`src/rtl/core/mss_pkg.sv`:
```
// ----------------------------------------------------------------------------
// mss_pkg: shared definitions for the maximum-sum submatrix block
// Sizes, derived widths, register indexes, sequencer states and helpers.
// ----------------------------------------------------------------------------
package mss_pkg;

  localparam int MAX_ROWS      = 16;
  localparam int MAX_COLUMNS   = 16;
  localparam int ELEMENT_WIDTH = 16;

  localparam int CELL_COUNT = MAX_ROWS * MAX_COLUMNS;
  localparam int ADDR_WIDTH = (CELL_COUNT > 1) ? $clog2(CELL_COUNT) : 1;

  localparam int ROW_INDEX_WIDTH = (MAX_ROWS > 1) ? $clog2(MAX_ROWS) : 1;
  localparam int COL_INDEX_WIDTH = (MAX_COLUMNS > 1) ? $clog2(MAX_COLUMNS) : 1;
  localparam int ROW_COUNT_WIDTH = $clog2(MAX_ROWS + 1);
  localparam int COL_COUNT_WIDTH = $clog2(MAX_COLUMNS + 1);

  localparam int SUM_WIDTH = ELEMENT_WIDTH + $clog2(CELL_COUNT) + 1;

  localparam int OUT_INDEX_WIDTH = 4;
  localparam int OUT_SUM_WIDTH   = 24;
  localparam int OUT_SUM_MAX     = 8388607;
  localparam int OUT_SUM_MIN     = -8388608;
  localparam int SAT_WIDTH = (SUM_WIDTH > OUT_SUM_WIDTH) ? SUM_WIDTH : OUT_SUM_WIDTH;

  localparam int CFG_WIDTH       = 5;
  localparam int CFG_INDEX_WIDTH = 1;
  localparam int CFG_RESET_SIZE  = 16;

  localparam logic [CFG_INDEX_WIDTH-1:0] CFG_ROW_COUNT    = 1'b0;
  localparam logic [CFG_INDEX_WIDTH-1:0] CFG_COLUMN_COUNT = 1'b1;

  typedef logic signed [SUM_WIDTH-1:0]     sum_t;
  typedef logic [ADDR_WIDTH-1:0]           addr_t;
  typedef logic [ROW_INDEX_WIDTH-1:0]      row_idx_t;
  typedef logic [COL_INDEX_WIDTH-1:0]      col_idx_t;
  typedef logic [ROW_COUNT_WIDTH-1:0]      row_cnt_t;
  typedef logic [COL_COUNT_WIDTH-1:0]      col_cnt_t;
  typedef logic [CFG_WIDTH-1:0]            cfg_val_t;

  typedef enum logic [1:0] {
    ST_LOAD,
    ST_SCAN,
    ST_DRAIN,
    ST_EMIT
  } mss_state_t;

  function automatic row_cnt_t clamp_rows(input cfg_val_t v);
    row_cnt_t r;
    if (v == '0) begin
      r = row_cnt_t'(1);
    end else if (int'(v) > MAX_ROWS) begin
      r = row_cnt_t'(MAX_ROWS);
    end else begin
      r = row_cnt_t'(v);
    end
    return r;
  endfunction

  function automatic col_cnt_t clamp_cols(input cfg_val_t v);
    col_cnt_t r;
    if (v == '0) begin
      r = col_cnt_t'(1);
    end else if (int'(v) > MAX_COLUMNS) begin
      r = col_cnt_t'(MAX_COLUMNS);
    end else begin
      r = col_cnt_t'(v);
    end
    return r;
  endfunction

  function automatic logic signed [OUT_SUM_WIDTH-1:0] saturate_sum(input sum_t v);
    logic signed [SAT_WIDTH-1:0] x;
    logic signed [SAT_WIDTH-1:0] hi;
    logic signed [SAT_WIDTH-1:0] lo;
    x  = SAT_WIDTH'(v);
    hi = SAT_WIDTH'(OUT_SUM_MAX);
    lo = SAT_WIDTH'(OUT_SUM_MIN);
    if (x > hi) begin
      x = hi;
    end else if (x < lo) begin
      x = lo;
    end
    return x[OUT_SUM_WIDTH-1:0];
  endfunction

endpackage

```
`src/rtl/core/mss_ram.sv`:
```
// ----------------------------------------------------------------------------
// mss_ram: generic simple dual-port RAM
// One write port and one read port with registered read data.
// ----------------------------------------------------------------------------
module mss_ram #(
  parameter int DATA_W = 16,
  parameter int DEPTH  = 256,
  parameter int ADDR_W = (DEPTH > 1) ? $clog2(DEPTH) : 1
) (
  input  logic              clk,
  input  logic              wr_en,
  input  logic [ADDR_W-1:0] wr_addr,
  input  logic [DATA_W-1:0] wr_data,
  input  logic [ADDR_W-1:0] rd_addr,
  output logic [DATA_W-1:0] rd_data
);

  logic [DATA_W-1:0] mem_r [DEPTH];
  logic [DATA_W-1:0] rd_data_r;

  always_ff @(posedge clk) begin
    if (wr_en) begin
      mem_r[wr_addr] <= wr_data;
    end
    rd_data_r <= mem_r[rd_addr];
  end

  assign rd_data = rd_data_r;

endmodule

```
`src/rtl/core/max_sum_submatrix_top.sv`:
```
// ----------------------------------------------------------------------------
// max_sum_submatrix_top: maximum-sum submatrix search (two-dimensional Kadane)
// Loading takes one element per cycle, rows*columns transactions in all, while
// in_stall is low; it is high outside loading or while cfg_valid is asserted.
// The search then reads one stored element per cycle through a single adder
// path. Reset is synchronous: sizes return to 16 by 16 and loading restarts.
// ----------------------------------------------------------------------------
module max_sum_submatrix_top (
  input  logic                                    clk,
  input  logic                                    rst_n,
  input  logic                                    in_valid,
  output logic                                    in_stall,
  input  logic signed [mss_pkg::ELEMENT_WIDTH-1:0] in_element_value,
  output logic                                    out_valid,
  input  logic                                    out_stall,
  output logic [mss_pkg::OUT_INDEX_WIDTH-1:0]     out_top_row,
  output logic [mss_pkg::OUT_INDEX_WIDTH-1:0]     out_left_column,
  output logic [mss_pkg::OUT_INDEX_WIDTH-1:0]     out_bottom_row,
  output logic [mss_pkg::OUT_INDEX_WIDTH-1:0]     out_right_column,
  output logic signed [mss_pkg::OUT_SUM_WIDTH-1:0] out_best_sum,
  input  logic                                    cfg_valid,
  output logic                                    cfg_ready,
  input  logic [mss_pkg::CFG_INDEX_WIDTH-1:0]     cfg_index,
  input  logic [mss_pkg::CFG_WIDTH-1:0]           cfg_data
);

  mss_pkg::mss_state_t state_r, state_nxt;

  mss_pkg::cfg_val_t rows_cfg_r, rows_cfg_nxt;
  mss_pkg::cfg_val_t cols_cfg_r, cols_cfg_nxt;
  mss_pkg::row_cnt_t rows_c, row_last_c;
  mss_pkg::col_cnt_t cols_c, col_last_c;

  mss_pkg::addr_t    ld_addr_r, ld_addr_nxt;
  mss_pkg::row_idx_t ld_row_r, ld_row_nxt;
  mss_pkg::col_idx_t ld_col_r, ld_col_nxt;

  mss_pkg::row_idx_t top_r, top_nxt;
  mss_pkg::row_idx_t bot_r, bot_nxt;
  mss_pkg::col_idx_t col_r, col_nxt;
  mss_pkg::addr_t    row_base_r, row_base_nxt;
  mss_pkg::addr_t    top_base_r, top_base_nxt;

  logic              p_valid_r, p_valid_nxt;
  mss_pkg::col_idx_t p_col_r, p_col_nxt;
  logic              p_first_r, p_first_nxt;
  logic              p_last_r, p_last_nxt;
  logic              p_fresh_r, p_fresh_nxt;
  mss_pkg::row_idx_t p_top_r, p_top_nxt;
  mss_pkg::row_idx_t p_bot_r, p_bot_nxt;

  logic              a_valid_r, a_valid_nxt;
  mss_pkg::col_idx_t a_col_r, a_col_nxt;
  logic              a_first_r, a_first_nxt;
  logic              a_last_r, a_last_nxt;
  mss_pkg::row_idx_t a_top_r, a_top_nxt;
  mss_pkg::row_idx_t a_bot_r, a_bot_nxt;
  mss_pkg::sum_t     a_sum_r, a_sum_nxt;

  mss_pkg::sum_t     colsum_r [mss_pkg::MAX_COLUMNS];

  mss_pkg::sum_t     run_r, run_nxt;
  mss_pkg::col_idx_t start_r, start_nxt;
  mss_pkg::sum_t     pair_best_r, pair_best_nxt;
  mss_pkg::col_idx_t pair_left_r, pair_left_nxt;
  mss_pkg::col_idx_t pair_right_r, pair_right_nxt;

  logic              c_valid_r, c_valid_nxt;
  mss_pkg::row_idx_t c_top_r, c_top_nxt;
  mss_pkg::row_idx_t c_bot_r, c_bot_nxt;

  logic              have_r, have_nxt;
  mss_pkg::sum_t     best_r, best_nxt;
  mss_pkg::row_idx_t best_top_r, best_top_nxt;
  mss_pkg::col_idx_t best_left_r, best_left_nxt;
  mss_pkg::row_idx_t best_bot_r, best_bot_nxt;
  mss_pkg::col_idx_t best_right_r, best_right_nxt;

  logic              out_valid_r, out_valid_nxt;
  logic [mss_pkg::OUT_INDEX_WIDTH-1:0] out_top_r, out_top_nxt;
  logic [mss_pkg::OUT_INDEX_WIDTH-1:0] out_left_r, out_left_nxt;
  logic [mss_pkg::OUT_INDEX_WIDTH-1:0] out_bot_r, out_bot_nxt;
  logic [mss_pkg::OUT_INDEX_WIDTH-1:0] out_right_r, out_right_nxt;
  logic signed [mss_pkg::OUT_SUM_WIDTH-1:0] out_sum_r, out_sum_nxt;

  logic in_accept;
  logic cfg_wr;
  logic out_load;
  logic ld_row_last, ld_col_last;
  logic col_is_last, bot_is_last, top_is_last;

  mss_pkg::addr_t ram_raddr;
  logic [mss_pkg::ELEMENT_WIDTH-1:0] ram_rdata;

  mss_pkg::sum_t elem_ext;
  mss_pkg::sum_t col_prev;
  mss_pkg::sum_t run_base;

  mss_ram #(
    .DATA_W (mss_pkg::ELEMENT_WIDTH),
    .DEPTH  (mss_pkg::CELL_COUNT),
    .ADDR_W (mss_pkg::ADDR_WIDTH)
  ) u_store (
    .clk     (clk),
    .wr_en   (in_accept),
    .wr_addr (ld_addr_r),
    .wr_data (in_element_value),
    .rd_addr (ram_raddr),
    .rd_data (ram_rdata)
  );

  assign rows_c     = mss_pkg::clamp_rows(rows_cfg_r);
  assign cols_c     = mss_pkg::clamp_cols(cols_cfg_r);
  assign row_last_c = rows_c - mss_pkg::row_cnt_t'(1);
  assign col_last_c = cols_c - mss_pkg::col_cnt_t'(1);

  assign in_stall  = (state_r != mss_pkg::ST_LOAD) || cfg_valid;
  assign cfg_ready = (state_r == mss_pkg::ST_LOAD);
  assign in_accept = in_valid && !in_stall;
  assign cfg_wr    = cfg_valid && cfg_ready;

  assign ld_row_last = (mss_pkg::row_cnt_t'(ld_row_r) == row_last_c);
  assign ld_col_last = (mss_pkg::col_cnt_t'(ld_col_r) == col_last_c);
  assign col_is_last = (mss_pkg::col_cnt_t'(col_r) == col_last_c);
  assign bot_is_last = (mss_pkg::row_cnt_t'(bot_r) == row_last_c);
  assign top_is_last = (mss_pkg::row_cnt_t'(top_r) == row_last_c);

  assign ram_raddr = row_base_r + mss_pkg::addr_t'(col_r);

  always_comb begin
    state_nxt    = state_r;
    rows_cfg_nxt = rows_cfg_r;
    cols_cfg_nxt = cols_cfg_r;
    ld_addr_nxt  = ld_addr_r;
    ld_row_nxt   = ld_row_r;
    ld_col_nxt   = ld_col_r;
    top_nxt      = top_r;
    bot_nxt      = bot_r;
    col_nxt      = col_r;
    row_base_nxt = row_base_r;
    top_base_nxt = top_base_r;
    out_load     = 1'b0;

    case (state_r)
      mss_pkg::ST_LOAD: begin
        if (cfg_wr) begin
          case (cfg_index)
            mss_pkg::CFG_ROW_COUNT:    rows_cfg_nxt = cfg_data;
            mss_pkg::CFG_COLUMN_COUNT: cols_cfg_nxt = cfg_data;
            default: ;
          endcase
          ld_addr_nxt = '0;
          ld_row_nxt  = '0;
          ld_col_nxt  = '0;
        end else if (in_accept) begin
          if (ld_row_last && ld_col_last) begin
            ld_addr_nxt  = '0;
            ld_row_nxt   = '0;
            ld_col_nxt   = '0;
            top_nxt      = '0;
            bot_nxt      = '0;
            col_nxt      = '0;
            row_base_nxt = '0;
            top_base_nxt = '0;
            state_nxt    = mss_pkg::ST_SCAN;
          end else begin
            ld_addr_nxt = ld_addr_r + mss_pkg::addr_t'(1);
            if (ld_col_last) begin
              ld_col_nxt = '0;
              ld_row_nxt = ld_row_r + mss_pkg::row_idx_t'(1);
            end else begin
              ld_col_nxt = ld_col_r + mss_pkg::col_idx_t'(1);
            end
          end
        end
      end
      mss_pkg::ST_SCAN: begin
        if (!col_is_last) begin
          col_nxt = col_r + mss_pkg::col_idx_t'(1);
        end else begin
          col_nxt = '0;
          if (!bot_is_last) begin
            bot_nxt      = bot_r + mss_pkg::row_idx_t'(1);
            row_base_nxt = row_base_r + mss_pkg::addr_t'(cols_c);
          end else if (!top_is_last) begin
            top_nxt      = top_r + mss_pkg::row_idx_t'(1);
            bot_nxt      = top_r + mss_pkg::row_idx_t'(1);
            top_base_nxt = top_base_r + mss_pkg::addr_t'(cols_c);
            row_base_nxt = top_base_r + mss_pkg::addr_t'(cols_c);
          end else begin
            state_nxt = mss_pkg::ST_DRAIN;
          end
        end
      end
      mss_pkg::ST_DRAIN: begin
        if (!p_valid_r && !a_valid_r && !c_valid_r) begin
          state_nxt = mss_pkg::ST_EMIT;
        end
      end
      mss_pkg::ST_EMIT: begin
        if (!out_valid_r || !out_stall) begin
          out_load  = 1'b1;
          state_nxt = mss_pkg::ST_LOAD;
        end
      end
      default: begin
        state_nxt = mss_pkg::ST_LOAD;
      end
    endcase
  end

  always_comb begin
    p_valid_nxt = (state_r == mss_pkg::ST_SCAN);
    p_col_nxt   = col_r;
    p_first_nxt = (col_r == '0);
    p_last_nxt  = col_is_last;
    p_fresh_nxt = (bot_r == top_r);
    p_top_nxt   = top_r;
    p_bot_nxt   = bot_r;

    elem_ext    = mss_pkg::sum_t'($signed(ram_rdata));
    col_prev    = p_fresh_r ? '0 : colsum_r[p_col_r];
    a_sum_nxt   = col_prev + elem_ext;
    a_valid_nxt = p_valid_r;
    a_col_nxt   = p_col_r;
    a_first_nxt = p_first_r;
    a_last_nxt  = p_last_r;
    a_top_nxt   = p_top_r;
    a_bot_nxt   = p_bot_r;

    run_nxt        = run_r;
    start_nxt      = start_r;
    pair_best_nxt  = pair_best_r;
    pair_left_nxt  = pair_left_r;
    pair_right_nxt = pair_right_r;
    run_base       = a_first_r ? '0 : run_r;
    if (a_valid_r) begin
      if (run_base[mss_pkg::SUM_WIDTH-1] || (run_base == '0)) begin
        run_nxt   = a_sum_r;
        start_nxt = a_col_r;
      end else begin
        run_nxt   = run_base + a_sum_r;
        start_nxt = start_r;
      end
      if (a_first_r || (pair_best_r <= run_nxt)) begin
        pair_best_nxt  = run_nxt;
        pair_left_nxt  = start_nxt;
        pair_right_nxt = a_col_r;
      end
    end
    c_valid_nxt = a_valid_r && a_last_r;
    c_top_nxt   = a_top_r;
    c_bot_nxt   = a_bot_r;

    have_nxt       = have_r;
    best_nxt       = best_r;
    best_top_nxt   = best_top_r;
    best_left_nxt  = best_left_r;
    best_bot_nxt   = best_bot_r;
    best_right_nxt = best_right_r;
    if ((state_r == mss_pkg::ST_LOAD) && (state_nxt == mss_pkg::ST_SCAN)) begin
      have_nxt = 1'b0;
    end else if (c_valid_r && (!have_r || (best_r < pair_best_r))) begin
      have_nxt       = 1'b1;
      best_nxt       = pair_best_r;
      best_top_nxt   = c_top_r;
      best_left_nxt  = pair_left_r;
      best_bot_nxt   = c_bot_r;
      best_right_nxt = pair_right_r;
    end

    out_top_nxt   = out_top_r;
    out_left_nxt  = out_left_r;
    out_bot_nxt   = out_bot_r;
    out_right_nxt = out_right_r;
    out_sum_nxt   = out_sum_r;
    if (out_load) begin
      out_top_nxt   = mss_pkg::OUT_INDEX_WIDTH'(best_top_r);
      out_left_nxt  = mss_pkg::OUT_INDEX_WIDTH'(best_left_r);
      out_bot_nxt   = mss_pkg::OUT_INDEX_WIDTH'(best_bot_r);
      out_right_nxt = mss_pkg::OUT_INDEX_WIDTH'(best_right_r);
      out_sum_nxt   = mss_pkg::saturate_sum(best_r);
    end

    if (out_load) begin
      out_valid_nxt = 1'b1;
    end else if (out_valid_r && !out_stall) begin
      out_valid_nxt = 1'b0;
    end else begin
      out_valid_nxt = out_valid_r;
    end
  end

  always_ff @(posedge clk) begin
    if (!rst_n) begin
      state_r     <= mss_pkg::ST_LOAD;
      rows_cfg_r  <= mss_pkg::CFG_WIDTH'(mss_pkg::CFG_RESET_SIZE);
      cols_cfg_r  <= mss_pkg::CFG_WIDTH'(mss_pkg::CFG_RESET_SIZE);
      ld_addr_r   <= '0;
      ld_row_r    <= '0;
      ld_col_r    <= '0;
      top_r       <= '0;
      bot_r       <= '0;
      col_r       <= '0;
      row_base_r  <= '0;
      top_base_r  <= '0;
      p_valid_r   <= 1'b0;
      a_valid_r   <= 1'b0;
      c_valid_r   <= 1'b0;
      have_r      <= 1'b0;
      out_valid_r <= 1'b0;
    end else begin
      state_r     <= state_nxt;
      rows_cfg_r  <= rows_cfg_nxt;
      cols_cfg_r  <= cols_cfg_nxt;
      ld_addr_r   <= ld_addr_nxt;
      ld_row_r    <= ld_row_nxt;
      ld_col_r    <= ld_col_nxt;
      top_r       <= top_nxt;
      bot_r       <= bot_nxt;
      col_r       <= col_nxt;
      row_base_r  <= row_base_nxt;
      top_base_r  <= top_base_nxt;
      p_valid_r   <= p_valid_nxt;
      a_valid_r   <= a_valid_nxt;
      c_valid_r   <= c_valid_nxt;
      have_r      <= have_nxt;
      out_valid_r <= out_valid_nxt;
    end
  end

  always_ff @(posedge clk) begin
    p_col_r      <= p_col_nxt;
    p_first_r    <= p_first_nxt;
    p_last_r     <= p_last_nxt;
    p_fresh_r    <= p_fresh_nxt;
    p_top_r      <= p_top_nxt;
    p_bot_r      <= p_bot_nxt;
    a_col_r      <= a_col_nxt;
    a_first_r    <= a_first_nxt;
    a_last_r     <= a_last_nxt;
    a_top_r      <= a_top_nxt;
    a_bot_r      <= a_bot_nxt;
    a_sum_r      <= a_sum_nxt;
    run_r        <= run_nxt;
    start_r      <= start_nxt;
    pair_best_r  <= pair_best_nxt;
    pair_left_r  <= pair_left_nxt;
    pair_right_r <= pair_right_nxt;
    c_top_r      <= c_top_nxt;
    c_bot_r      <= c_bot_nxt;
    best_r       <= best_nxt;
    best_top_r   <= best_top_nxt;
    best_left_r  <= best_left_nxt;
    best_bot_r   <= best_bot_nxt;
    best_right_r <= best_right_nxt;
    out_top_r    <= out_top_nxt;
    out_left_r   <= out_left_nxt;
    out_bot_r    <= out_bot_nxt;
    out_right_r  <= out_right_nxt;
    out_sum_r    <= out_sum_nxt;
    if (p_valid_r) begin
      colsum_r[p_col_r] <= a_sum_nxt;
    end
  end

  assign out_valid        = out_valid_r;
  assign out_top_row      = out_top_r;
  assign out_left_column  = out_left_r;
  assign out_bottom_row   = out_bot_r;
  assign out_right_column = out_right_r;
  assign out_best_sum     = out_sum_r;

  a_emit_drained: assert property (@(posedge clk) disable iff (!rst_n)
    (state_r == mss_pkg::ST_EMIT) |-> (!p_valid_r && !a_valid_r && !c_valid_r))
    else $error("Result emitted while the scan pipeline still holds data.");

  a_pair_close: assert property (@(posedge clk) disable iff (!rst_n)
    c_valid_r |-> $past(a_valid_r && a_last_r))
    else $error("Row pair closed without its last column.");

  a_rows_ordered: assert property (@(posedge clk) disable iff (!rst_n)
    (state_r == mss_pkg::ST_SCAN) |-> (top_r <= bot_r))
    else $error("Bottom row is above the top row.");

  a_result_source: assert property (@(posedge clk) disable iff (!rst_n)
    $rose(out_valid_r) |-> $past(state_r == mss_pkg::ST_EMIT))
    else $error("Result raised outside the emit state.");

endmodule
```
`config.mk`:
```
export PLATFORM = sky130hd
export DESIGN_NAME = max_sum_submatrix_top
export DESIGN_NICKNAME = d
export VERILOG_FILES = /design/src/rtl/core/mss_pkg.sv /design/src/rtl/core/mss_ram.sv /design/src/rtl/core/max_sum_submatrix_top.sv
export SDC_FILE = /design/constraint.sdc
export NUM_CORES = 2
export LEC_CHECK = 0
export BUFFER_PORTS_ARGS = -buffer_cell sky130_fd_sc_hd__buf_2
export CORE_AREA = 2 2 689 691
export DETAILED_ROUTE_END_ITERATION = 6
export DIE_AREA = 0 0 691 693
export RECOVER_POWER = 25
export SLEW_MARGIN = 20
export SYNTH_ARGS = -nofsm -noshare
export SYNTH_HDL_FRONTEND = slang
export SYNTH_HIERARCHICAL = 1
export SYNTH_MEMORY_MAX_BITS = 65536
export SYNTH_SLANG_ARGS = --single-unit
export TNS_END_PERCENT = 100
```
`constraint.sdc`:
```
create_clock -name clk -period 17.3 [get_ports clk]
set_input_delay 3.46 -clock clk [delete_from_list [all_inputs] [get_ports clk]]
set_output_delay 3.46 -clock clk [all_outputs]
set_load 0.01 [all_outputs]
```
## After elaboration in Yosys (flattened, before gate mapping)

Memory sizes are Yosys's and may differ from the RTL's. A register that Yosys moved wholly into a read port is not among the register bits.
Index checks and enable logic that the tools add are counted.

| storage, ports and cells | value |
|---|---|
| register bits | 266 |
| bits in latches | 0 |
| bits in writable memories | 4,496 |
| memory bits (read-only) | 0 |
| bits of input ports | 27 |
| memories kept | 2 |

Memories:

| name | words | bits a word | rd ports | clocked after memory_dff | wr ports | RTL line | source |
|---|---|---|---|---|---|---|---|
| u_store.mem_r | 256 | 16 | 1 | 1 | 1 | mss_ram.sv:18 | `logic [DATA_W-1:0] mem_r [DEPTH];` |
| colsum_r | 16 | 25 | 1 | 1 | 1 | max_sum_submatrix_top.sv:60 | `mss_pkg::sum_t colsum_r [mss_pkg::MAX_COLUMNS];` |

| cells by class | value |
|---|---|
| $add $sub $neg | 13 |
| $mul | 0 |
| divide/modulo/power cells | 0 |
| magnitude comparators | 6 |
| equality and inequality tests | 17 |
| shift-type cells | 0 |
| muxes and demuxes | 60 |
| bitwise gates (word level) | 3 |
| reduce and logical (&&, ||, !) cells | 41 |

Operators with widths:

| cell | number |
|---|---|
| $mux 25 | 4 |
| $mux 8 | 11 |
| $mux 4 | 18 |
| $pmux 8 s2 | 2 |
| $add 25x16->25 | 1 |
| $add 25x25->25 | 1 |
| $eq 4x5->1 | 5 |
| $gt 25x24->1 const B | 1 |
| $le 25x25->1 | 1 |
| $logic_not 25->1 | 1 |
| $lt 25x24->1 const B | 1 |
| $lt 25x25->1 | 1 |
| $mux 24 | 1 |
| $pmux 4 s2 | 3 |
| $add 4x1->4 const B | 5 |
| $mux 5 | 4 |
| $add 8x5->8 | 2 |
| $mux 2 | 8 |
| $gt 5x5->1 const B | 2 |
| $logic_not 5->1 | 2 |
| $sub 5x1->5 const B | 2 |
| $logic_and 1x1->1 | 9 |
| $reduce_and 3->1 | 3 |
| $add 8x1->8 const B | 1 |
| 21 further kinds | 51 |

## Longest topological paths before layout

| depth | value |
|---|---|
| depth in word-level cells | 14 |
| mapped depth | 20 |
| depth with buffers taken out | 19 |

## By module

The synthesis kept the hierarchy.

By module, submodules not included:

| module | times used | cells each | area an instance (sq um) | sequential area each (sq um) |
|---|---|---|---|---|
| mss_ram | 1 | 7,360 | 158,714.7 | 123,318.3 |
| max_sum_submatrix_top | 1 | 1,918 | 29,223.0 | 18,768.0 |

## Worst setup path before layout

OpenSTA, ideal clock, no wires.

| timing path | value |
|---|---|
| path type | input port to flip-flop |
| from | in cfg_valid |
| to | reg best_bot_r[0], enable pin |
| setup time | 501 ps |
| arrival time | 6,896 ps |
| setup slack | 9,903 ps |
| stages | 4 |
| cells stage by stage | nand2b_1 > or3_1 > nor2_1 > a211oi_1 |

| on the way | value |
|---|---|
| longest elaborated chain between the ends | 10 |

RTL lines:

| element | RTL line | source |
|---|---|---|
| start, declared | max_sum_submatrix_top.sv:21 | `input logic cfg_valid,` |
| $logic_or 1x1->1 | max_sum_submatrix_top.sv:117 | `assign in_stall = (state_r != mss_pkg::ST_LOAD) \|\| cfg_valid;` |
| $logic_not 1->1 | max_sum_submatrix_top.sv:119 | `assign in_accept = in_valid && !in_stall;` |
| $logic_and 1x1->1 | max_sum_submatrix_top.sv:119 |  |
| $mux 2 | max_sum_submatrix_top.sv:155 | `end else if (in_accept) begin` |
| $mux 2 (*) | max_sum_submatrix_top.sv:146 | `if (cfg_wr) begin` |
| $pmux 2 s4 (*) | max_sum_submatrix_top.sv:144 | `case (state_r)` |
| $eq 2x1->1 (*) | max_sum_submatrix_top.sv:261 | `if ((state_r == mss_pkg::ST_LOAD) && (state_nxt == mss_pkg::ST_SCAN)) begin` |
| $logic_and 1x1->1 (*) | max_sum_submatrix_top.sv:261 |  |
| $not 1->1 (no source line) (*) | -- |  |
| $reduce_and 2->1 (no source line) (*) | -- |  |
| end signal, assigned | max_sum_submatrix_top.sv:355 | `best_bot_r <= best_bot_nxt;` |
| end, declared | max_sum_submatrix_top.sv:76 | `mss_pkg::row_idx_t best_bot_r, best_bot_nxt;` |

Mark *: on every way between the ends. The rest lies on a longest branch, timed or not.
A chain may end at the register's enable or synchronous reset.

## Final worst setup path

| timing path | value |
|---|---|
| from | in in_element_value[12] (netlist bit) |
| to | mem u_store.mem_r[7][12], data pin |

RTL lines:

| element | RTL line | source |
|---|---|---|
| start, declared | max_sum_submatrix_top.sv:13 | `input logic signed [mss_pkg::ELEMENT_WIDTH-1:0] in_element_value,` |
| end, declared | mss_ram.sv:18 |  |

Straight into the memory's write port.

==> flow_summary.ini <==
[yosys]
synth_fp_nets = 9430
synth_area_sq_mm = 0.188
async_flop_share = 0
synth_seq_cells = 4778
yosys_warnings = 6
synth_cells = 9278
synth_cell_types = 99
yosys-top-cells-area = edfxtp_1 (74%), mux4_2 (11%), mux2i_1 (3.1%)
yosysTopAreaCell = edfxtp_1
synth_top_area_frac = 0.741
synth_edf_count = 4639
ys_seq_area_frac = 0.756
synth_top_flop_cell = edfxtp_1
synth.avg_cell_area_sq_um = 20.3

[global_routing]
antenna_found_initial = 16
grt_max_degree = 165
gr-total-overflow = 0
first_global_vias = 94600
grt_usage = 0.202
grt_pass1_wl_um = 705000

[clock_tree]
cts_buffers = 476
cts_setup_buffers = 0
cts_sinks = 4778
clock_path_buffers = 4
clockRootBuffer = clkbuf_16
cts_tree = yes
cts_htree_levels = 5
cts_hold_buf = 0
postCtsResizedCells = 0
clkTransAtPathRegs_ns = 0.06
clk_latency_ns = 1.01

[cells_and_area]
regArea_sq_mm = 0.142
layout_common_cells = edfxtp_1 (4639), mux4_2 (921), mux2i_1 (588)
nNetsFinal = 9842
design_area_sq_mm = 0.213
nFillCells = 39400
area_delta_synth_final_pct = 13.3
layout-drive-gt1-share = 0.226
multi_input_area_sq_mm = 0.0431
mostFrequentLayoutCell = edfxtp_1

[critical_path]
start_kind = input port
cp.buffers_inverters = 3
crit_path_end_kind = register
crit_slowest_cell = clkbuf_1
worstPathCellList = clkbuf_1, clkbuf_1, buf_4
cpMostUsedCell = clkbuf_1
crit_path_max_incr_delay_ns = 3.51
reg2reg_depth = 13
worstSetupPathType = in2reg
cp.arrival_ns = 11.28
crit_fanout = 91
r2r_start = a_col_nxt[0]$_DFF_P_
reg2reg_slack_ns = 8.21
r2r-end = colsum_r[4][23]$_DFFE_PP_
cp_top_family = buffers and inverters
required_ns = 17.93

[timing]
worstMarginPinSlew_ns = 6.96
setup_slack_ns = 6.64
finalSetupViolations = 0
slew_viol_final = 2405
rsz0062_at_grt = no
max_slew_margin = -3.64
clock.fmax_mhz = 93.8
hold_viol = 0
timing.final.crit_share = 0.616
timing.hold.ws_ns = 0.325
fin_worst_skew_ns = 0.0754
fin_crit_ns = 10.66
tns_ns = 0

[flow_run]
max_cap_viol_count = 46

[pwr]
power_mw = 23.6
powerDensity_mw_per_mm2 = 111
ir_drop_v = 0.0000865
leakagePower_nw = 64.3

[floorplanning]
die_h_um = 693
die_area_sq_mm = 0.479
io_pins = 70
die_w_um = 691
fp-row-count = 253
coreArea_sq_mm = 0.472
initial_utilization = 0.398

[detailed_routing]
wl_met2_um = 236000
met3WireLength_um = 40300
wl_per_cell_um = 30.4
drc = 0
topRoutingLayerUsed = met5
ant_nets = 0
dr.first_iter.drc_count = 11700
first_pass_iters = 6
num_vias = 95400
post_drt_via_cell_ratio = 5.83
routed_wl_um = 497000
wl_met1_um = 203000

[min_path]
hold_path_end = c_bot_r[2]$_DFF_P_
worstHoldStart = a_bot_r[2]$_DFF_P_
holdPathStages = 0
hold_class = reg2reg

[placed_design]
portBuffers = 69
dp_slack_ns = 9.73
hpwlAfterDp_um = 299000
gp_congestion = 0.859
postPlaceCellArea_sq_mm = 0.197

[status]
violations = capacitance limit, slew limit
status = complete, but fails checks
-- worst register-to-register path, cell delays in order, from the launching register on --
cell       delay (ns)
dfxtp_1          1.93
clkbuf_1         2.56
mux4_2           0.76
mux4_2           0.47
nor2b_1          0.20
ha_1             0.42
a21o_1           0.21
a21o_1           0.17
a21oi_1          0.20
o21ai_0          0.14
nor4_1           0.33
nor2_1           0.17
o41ai_1          0.75
o2bb2ai_2        0.38
-- cell type report --
| class | count | area share |
|---|---|---|
| flip-flops and latches | 4778 | 0.667 |
| clock buffers | 603 | 0.0596 |
| diodes | 12 | 0.000141 |
| clock inverters | 288 | 0.0167 |
| well taps | 6247 | 0.0367 |
| repair buffers | 460 | 0.0156 |
| inverters | 75 | 0.00142 |
| multi-input cells | 3899 | 0.203 |
-- synth_stat cells, drive strengths merged, types with 8 or more instances --
| library cell | instances |
|---|---|
| edfxtp | 4639 |
| mux2i | 588 |
| xnor2 | 52 |
| a2111oi | 8 |
| a22o | 38 |
| a21o | 39 |
| or3 | 21 |
| nor3 | 110 |
| a31oi | 12 |
| mux4 | 921 |
| o221ai | 254 |
| o22ai | 149 |
| o32ai | 21 |
| nand2b | 22 |
| nor4 | 33 |
| a21oi | 279 |
| o21ai | 117 |
| a22oi | 46 |
| buf | 248 |
| and3 | 22 |
| a221oi | 29 |
| ha | 120 |
| nand4 | 39 |
| dfxtp | 139 |
| o31ai | 18 |
| nor2 | 403 |
| nand2 | 127 |
| nor2b | 73 |
| xor2 | 37 |
| o21bai | 12 |
| nand3 | 58 |
| nor3b | 11 |
| clkbuf | 276 |
| a211oi | 30 |
| mux2 | 108 |
| inv | 74 |
| o21a | 16 |
| nand3b | 8 |
-- cell families after synthesis --
kind of cell	Yosys count	share of synthesized area
buffers and inverters	601	0.0174
XOR/XNOR	90	0.00431
AO/OA/AOI/OAI	1108	0.0409
multiplexers	1617	0.148
adder cells (fa/ha/maj)	125	0.00852
AND/OR/NAND/NOR	959	0.0247
flip-flops	4778	0.756
-- registers in the layout, summed over array words and instances (netlist names), 5 cells and up --
name	count
cols_cfg_r	5
u_store/mem_r	4096
pair_best_r	25
out_best_sum	24
rows_cfg_r	5
ld_addr_r	8
best_r	25
colsum_r	400
top_base_r	8
row_base_r	8
a_sum_r	25
u_store/rd_data	16
run_r	25
-- through the flow --
step / cells / util
CTS: 16300 / 0.451
finish: 16400 / 0.451
global placement: 15500 / 0.417
global route: 16400 / 0.451
floorplan: 9278 / -
detailed placement: 15500 / 0.417
-- metal layers --
layer | GRT usage | vias up
met5 | 0 | -
met4 | 0.0672 | 4
met3 | 0.0323 | 797
met2 | 0.326 | 4107
met1 | 0.283 | 51000
li1 | - | 39600
-- power breakdown --
group / leakage, nW / switching (mW) / internal, mW
Clock: 7.86 / 4.40 / 6.21
Combinational: 13.7 / 0.252 / 0.0370
Sequential: 42.8 / 0.0118 / 12.7
Total: 64.3 / 4.67 / 19.0
-- worst max-delay path by stage --
stage / from / endpoint / cells past startpoint
after floorplan: cfg_valid / best_bot_r[0]$_DFFE_PP_ / 4
after global placement: col_r[0]$_SDFFE_PN0P_ / u_store/rd_data[3]$_DFF_P_ / 13
after detailed placement: cfg_valid / in_stall / 3
after CTS: col_r[0]$_SDFFE_PN0P_ / u_store/rd_data[12]$_DFF_P_ / 13
after global routing: in_element_value[12] / u_store/mem_r[7][12]$_DFFE_PP_ / 3
final: in_element_value[12] / u_store/mem_r[7][12]$_DFFE_PP_ / 3
Power figures use the tool's default switching activity.
